--- config.mk ---
export PLATFORM = sky130hd
export DESIGN_NAME = gqi_div
export DESIGN_NICKNAME = d
export VERILOG_FILES = /design/src/gqi_pkg.sv /design/src/gqi_div.sv
export SDC_FILE = /design/constraint.sdc
export NUM_CORES = 1
export LEC_CHECK = 0
export BUFFER_PORTS_ARGS = -buffer_cell sky130_fd_sc_hd__clkbuf_2
export CAP_MARGIN = 20
export CORE_UTILIZATION = 50
export DETAILED_ROUTE_END_ITERATION = 10
export PLACE_DENSITY = 0.83
export SYNTH_ARGS = -nofsm -noshare
export SYNTH_HDL_FRONTEND = slang
export SYNTH_SLANG_ARGS = --single-unit
--- constraint.sdc ---
create_clock -name aclk -period 5.3 [get_ports aclk]
set_input_delay 0 -clock aclk [delete_from_list [all_inputs] [get_ports aclk]]
set_output_delay 0 -clock aclk [all_outputs]
set_load 0.1 [all_outputs]
--- src/gqi_pkg.sv ---
// Shared types and constants of the gyro quaternion integrator.
// No dependencies; used by gqi_div, gqi_isqrt and the core.
package gqi_pkg;

    // rad/deg * 1e-6 * 2^54 / 2, scaled half-angle gain
    localparam logic [33:0] HALF_RATE_GAIN = 34'd157205283;
    localparam logic [31:0] HALF_MAX       = 32'hFFFF_FFFF;
    localparam logic [63:0] ONE_Q30        = 64'd1073741824;

    typedef struct packed {
        logic busy;
        logic done;
    } unit_stat_t;

    typedef struct packed {
        logic [1:0] qi;
        logic [1:0] gi;
        logic       neg;
    } term_t;

    typedef enum logic [19:0] {
        S_IDLE    = 20'b0000_0000_0000_0000_0001,
        S_DEN     = 20'b0000_0000_0000_0000_0010,
        S_DENSAVE = 20'b0000_0000_0000_0000_0100,
        S_DIVGO   = 20'b0000_0000_0000_0000_1000,
        S_DIVWAIT = 20'b0000_0000_0000_0001_0000,
        S_PMUL    = 20'b0000_0000_0000_0010_0000,
        S_GHI     = 20'b0000_0000_0000_0100_0000,
        S_GLO     = 20'b0000_0000_0000_1000_0000,
        S_GSUM    = 20'b0000_0000_0001_0000_0000,
        S_MULQ    = 20'b0000_0000_0010_0000_0000,
        S_MACC    = 20'b0000_0000_0100_0000_0000,
        S_ABS     = 20'b0000_0000_1000_0000_0000,
        S_NORM    = 20'b0000_0001_0000_0000_0000,
        S_SQ      = 20'b0000_0010_0000_0000_0000,
        S_SQACC   = 20'b0000_0100_0000_0000_0000,
        S_SQRTGO  = 20'b0000_1000_0000_0000_0000,
        S_SQRT    = 20'b0001_0000_0000_0000_0000,
        S_QDIVGO  = 20'b0010_0000_0000_0000_0000,
        S_QDIV    = 20'b0100_0000_0000_0000_0000,
        S_OUT     = 20'b1000_0000_0000_0000_0000
    } state_t;

    // Rate-update terms: c[ci] += sign * q[qi] * g[gi], three per component
    function automatic term_t mulq_term(input logic [1:0] ci, input logic [1:0] ti);
        term_t t;
        case ({ci, ti})
            4'b0000: t = '{qi: 2'd1, gi: 2'd0, neg: 1'b1};
            4'b0001: t = '{qi: 2'd2, gi: 2'd1, neg: 1'b1};
            4'b0010: t = '{qi: 2'd3, gi: 2'd2, neg: 1'b1};
            4'b0100: t = '{qi: 2'd0, gi: 2'd0, neg: 1'b0};
            4'b0101: t = '{qi: 2'd2, gi: 2'd2, neg: 1'b0};
            4'b0110: t = '{qi: 2'd3, gi: 2'd1, neg: 1'b1};
            4'b1000: t = '{qi: 2'd0, gi: 2'd1, neg: 1'b0};
            4'b1001: t = '{qi: 2'd1, gi: 2'd2, neg: 1'b1};
            4'b1010: t = '{qi: 2'd3, gi: 2'd0, neg: 1'b0};
            4'b1100: t = '{qi: 2'd0, gi: 2'd2, neg: 1'b0};
            4'b1101: t = '{qi: 2'd1, gi: 2'd1, neg: 1'b0};
            4'b1110: t = '{qi: 2'd2, gi: 2'd0, neg: 1'b1};
            default: t = '{qi: 2'd0, gi: 2'd0, neg: 1'b0};
        endcase
        return t;
    endfunction

endpackage

--- src/gqi_div.sv ---
// Restoring divider, 64-bit dividend by 32-bit divisor, one bit a cycle.
// Depends on gqi_pkg for the status struct.
module gqi_div (
    input  logic                aclk,
    input  logic                aresetn,
    input  logic                start,
    input  logic [63:0]         dividend,
    input  logic [31:0]         divisor,
    output gqi_pkg::unit_stat_t stat,
    output logic [63:0]         quotient
);

    localparam logic [6:0] DIV_STEPS = 7'd64;

    logic        busy_reg;
    logic        done_reg;
    logic [6:0]  cnt_reg;
    logic [63:0] quo_reg;
    logic [31:0] rem_reg;
    logic [31:0] dsr_reg;
    logic [32:0] rem_sh;
    logic [32:0] rem_sub;
    logic        fits;

    assign rem_sh  = {rem_reg, quo_reg[63]};
    assign rem_sub = rem_sh - {1'b0, dsr_reg};
    assign fits    = rem_sh >= {1'b0, dsr_reg};

    always_ff @(posedge aclk) begin
        if (!aresetn) begin
            busy_reg <= 1'b0;
            done_reg <= 1'b0;
            cnt_reg  <= '0;
        end else begin
            done_reg <= 1'b0;
            if (start) begin
                busy_reg <= 1'b1;
                cnt_reg  <= DIV_STEPS;
            end else if (busy_reg) begin
                cnt_reg <= cnt_reg - 7'd1;
                if (cnt_reg == 7'd1) begin
                    busy_reg <= 1'b0;
                    done_reg <= 1'b1;
                end
            end
        end
    end

    always_ff @(posedge aclk) begin
        if (start) begin
            quo_reg <= dividend;
            rem_reg <= '0;
            dsr_reg <= divisor;
        end else if (busy_reg) begin
            quo_reg <= {quo_reg[62:0], fits};
            rem_reg <= fits ? rem_sub[31:0] : rem_sh[31:0];
        end
    end

    assign stat.busy = busy_reg;
    assign stat.done = done_reg;
    assign quotient  = quo_reg;

endmodule

==> metrics.md <==
| Metric | Value |
|---|---|
| Commonest cells post-synth | edfxtp_1 (96), mux2_2 (65), nand2_1 (64) |
| GP Congestion | 0.827 |
| TritonCTS Sinks | 137 |
| CTS root buffer | clkbuf_16 |
| Worst-Margin Slew | 0.879 ns |
| Dominant synthesized flop cell | edfxtp_1 |
| Status | complete, but fails checks |
| Drc violations | 4 |
| FMAX | 330 MHz |
| Site Rows | 44 |
| CP startpoint | quotient[63] |
| Synth Warn # | 0 |
| Deepest clock path buffer count | 2 |
| Hold WS | 0.171 ns |
| Share of cells above drive strength 1 | 29.4% |
| Fraction of registers with async set/reset | 0% |
| Largest net degree at the start of global routing | 72 |
| Maxcap violations | 0 |
| Crit share post-route | 57.2% |
| Post_cts resized | 0 |
| Worst path cell trace | inv_1 -> ha_1 -> fa_1 -> nor2b_1 -> o31a_1 -> o311ai_4 -> and3_1 -> o31ai_4 -> a21oi_1 -> o41ai_1 -> a311oi_1 |
| Tot Pwr | 0.00366 W |
| Worst min path class | in2reg |
| Post-Syn Area | 7620 um2 |
| Max_slew headroom | 41.4% |
| Vias per cell | 5.62 |
| Mean Syn Cell Area | 10.9 um2 |
| Post-synth top area share | 37.8% |
| Slowest CP cell | o41ai_1 |
| Drt pass-1 iters | 10 |
| Die width | 125 um |
| Multi-input gate area | 3590 um2 |
| DR vias | 6461 |
| Die H | 125 um |
| Post-synthesis sequential area ratio | 48.6% |
| Min Clock Period, post-route | 3.03 ns |
| CTS tree | done |
| Seq. cell area | 3700 um2 |
| Detailed Place HPWL | 12300 um |
| Area contributors post-synth | edfxtp_1 (38%), dfxtp_1 (11%), mux2_2 (9.6%), ha_1 (5.6%), nand2_1 (3.2%) |
| Setup Skew | 0.0137 ns |
| R2R Path Start | quotient[63] |
| Final slew viol count | 0 |
| I/O pin total | 165 |
| Clk slew on worst S/H paths | 0.07 ns |
| Post-Synthesis Cells | 701 |
| DR WL/cell | 17.8 um |
| Most common cell in the netlist | edfxtp_1 |
| Synth Register Bits | 137 |
| Initial antenna violation count | 0 |
| ANT nets after route | 0 |
| Clk Latency, worst-skew pair | 0.43 ns |
| Final Non-Filler Cells | 1149 |
| CP top delay family | compound AO/OA/AOI/OAI gates |
| Worst setup EP type | flop |
| RSZ-0062 raised after global routing | no |
| Cts bufs inserted | 17 |
| # fillers | 1083 |
| Remaining Overflow, GRT | 0 |
| Number of distinct library cells after synthesis | 71 |
| Starting DRT DRC Count | 553 |
| Worst EP required | 5.57 ns |
| Worst setup SP type | flop |
| CP max FO | 5 |
| Worst EP arrival | 3.30 ns |
| Max VDD drop | 0.000281 V |
| Syn-to-layout area delta | 32.4% |
| Total track usage | 26.6% |
| Initial Util | 51.8% |
| Cell taking the most area after synthesis | edfxtp_1 |
| Setup TNS | 0 ns |
| Critical Path Max Stage Delay | 0.42 ns |
| First-pass GRT wire length | 32700 um |
| Hold path startpoint | start |
| Number of global-route vias before repair | 6579 |
| Inst Count DP | 1020 |
| CP Buf/Inv Count | 1 |
| Final #Nets | 1086 |
| Syn Nets | 835 |
| # diodes | 0 |
| Power Density | 363 nW/um2 |
| EDFF count, synth | 96 |
| CTS H-tree depth | 4 |
| Final setup viols | 0 |
| Port bufs | 164 |
| Die area | 15700 um2 |
| Final hold vios | 0 |
| Violated checks | design-rule violations |
| Max FFs per register | 64 |
| Leak Pwr | 4.20 nW |
| Total Wirelength | 20400 um |
| Core area | 14700 um2 |
| Setup CP Type | reg2reg |
[power breakdown]
part	total, W	leakage (nW)	internal, W	switching [W]
registers	0.00133	1.29	0.00127	0.0000678
logic	0.00114	2.63	0.000343	0.000794
clock network	0.00119	0.277	0.000697	0.000490
[cells by family (layout without fill, tap and decap cells)]
| family | Yosys count | count (layout) | share of synthesized area, % |
|---|---|---|---|
| fa+ha+maj | 35 | 35 | 5.85 |
| buf+inv | 77 | 341 | 4.24 |
| mux | 71 | 71 | 10.4 |
| xor+xnor | 23 | 23 | 2.64 |
| simple gates | 206 | 206 | 12.9 |
| flops | 137 | 137 | 48.6 |
| compound gates | 152 | 152 | 15.4 |
[cells in the final DEF, fill, tap and decap left out, types with 6 or more instances in the layout]
master,netlist,final
clkbuf_2,0,163
dlygate4sd3_1,0,97
edfxtp_1,96,96
mux2_2,65,65
nand2_1,64,63
nor2_1,62,62
inv_1,45,45
dfxtp_1,41,40
a21oi_1,35,35
ha_1,34,34
a311oi_1,22,22
nand3_1,18,18
xnor2_1,18,18
o21ai_0,17,17
clkbuf_16,0,17
a211oi_1,11,11
nor3_1,11,11
nor2b_1,9,9
a21o_1,7,7
a31oi_1,6,6
o21a_1,6,6
mux2i_1,6,6
[metal layers]
metal | share of wire (%) | routed length [um] | global-route usage [%] | vias up
li1 | - | - | - | 3111
met1 | 41 | 8320 | 30.6 | 3095
met2 | 52 | 10700 | 48.5 | 214
met3 | 4.8 | 982 | 5.69 | 41
met4 | 2.2 | 446 | 9.54 | 0
met5 | 0 | 0 | 0 | -
[worst paths after layout]
kind | to | depth (start not counted) | slack [ns]
max | rem_reg[28] | 11 | 2.27
min | rem_reg[15] | 2 | 0.17
max reg2reg | rem_reg[28] | 11 | 2.27
min reg2reg | cnt_reg[1] | 2 | 0.50
[cell type report]
type,count,share of cell area [%]
clock buffer,19,4.29
inverter,45,1.67
clock inverter,13,1.40
timing repair buffer,264,18.0
tap,184,2.28
multi-input combinational,487,35.6
sequential,137,36.7
[timing repair]
action	in CTS	in global routing
hold endpoints to repair	104	0
buffers inserted	0	0
hold buffers	97	0
[stage by stage]
stage | utilization (%) | instance area (um2) | worst slack [ns]
floorplan | - | 7620 | 1.96
global placement | 58.1 | 8540 | 2.43
detailed placement | 58.1 | 8540 | 2.28
CTS | 68.6 | 10100 | 2.27
global route | 68.6 | 10100 | 2.01
finish | 68.6 | 10100 | 2.27
Note: power is estimated with default switching activity, not from simulation.
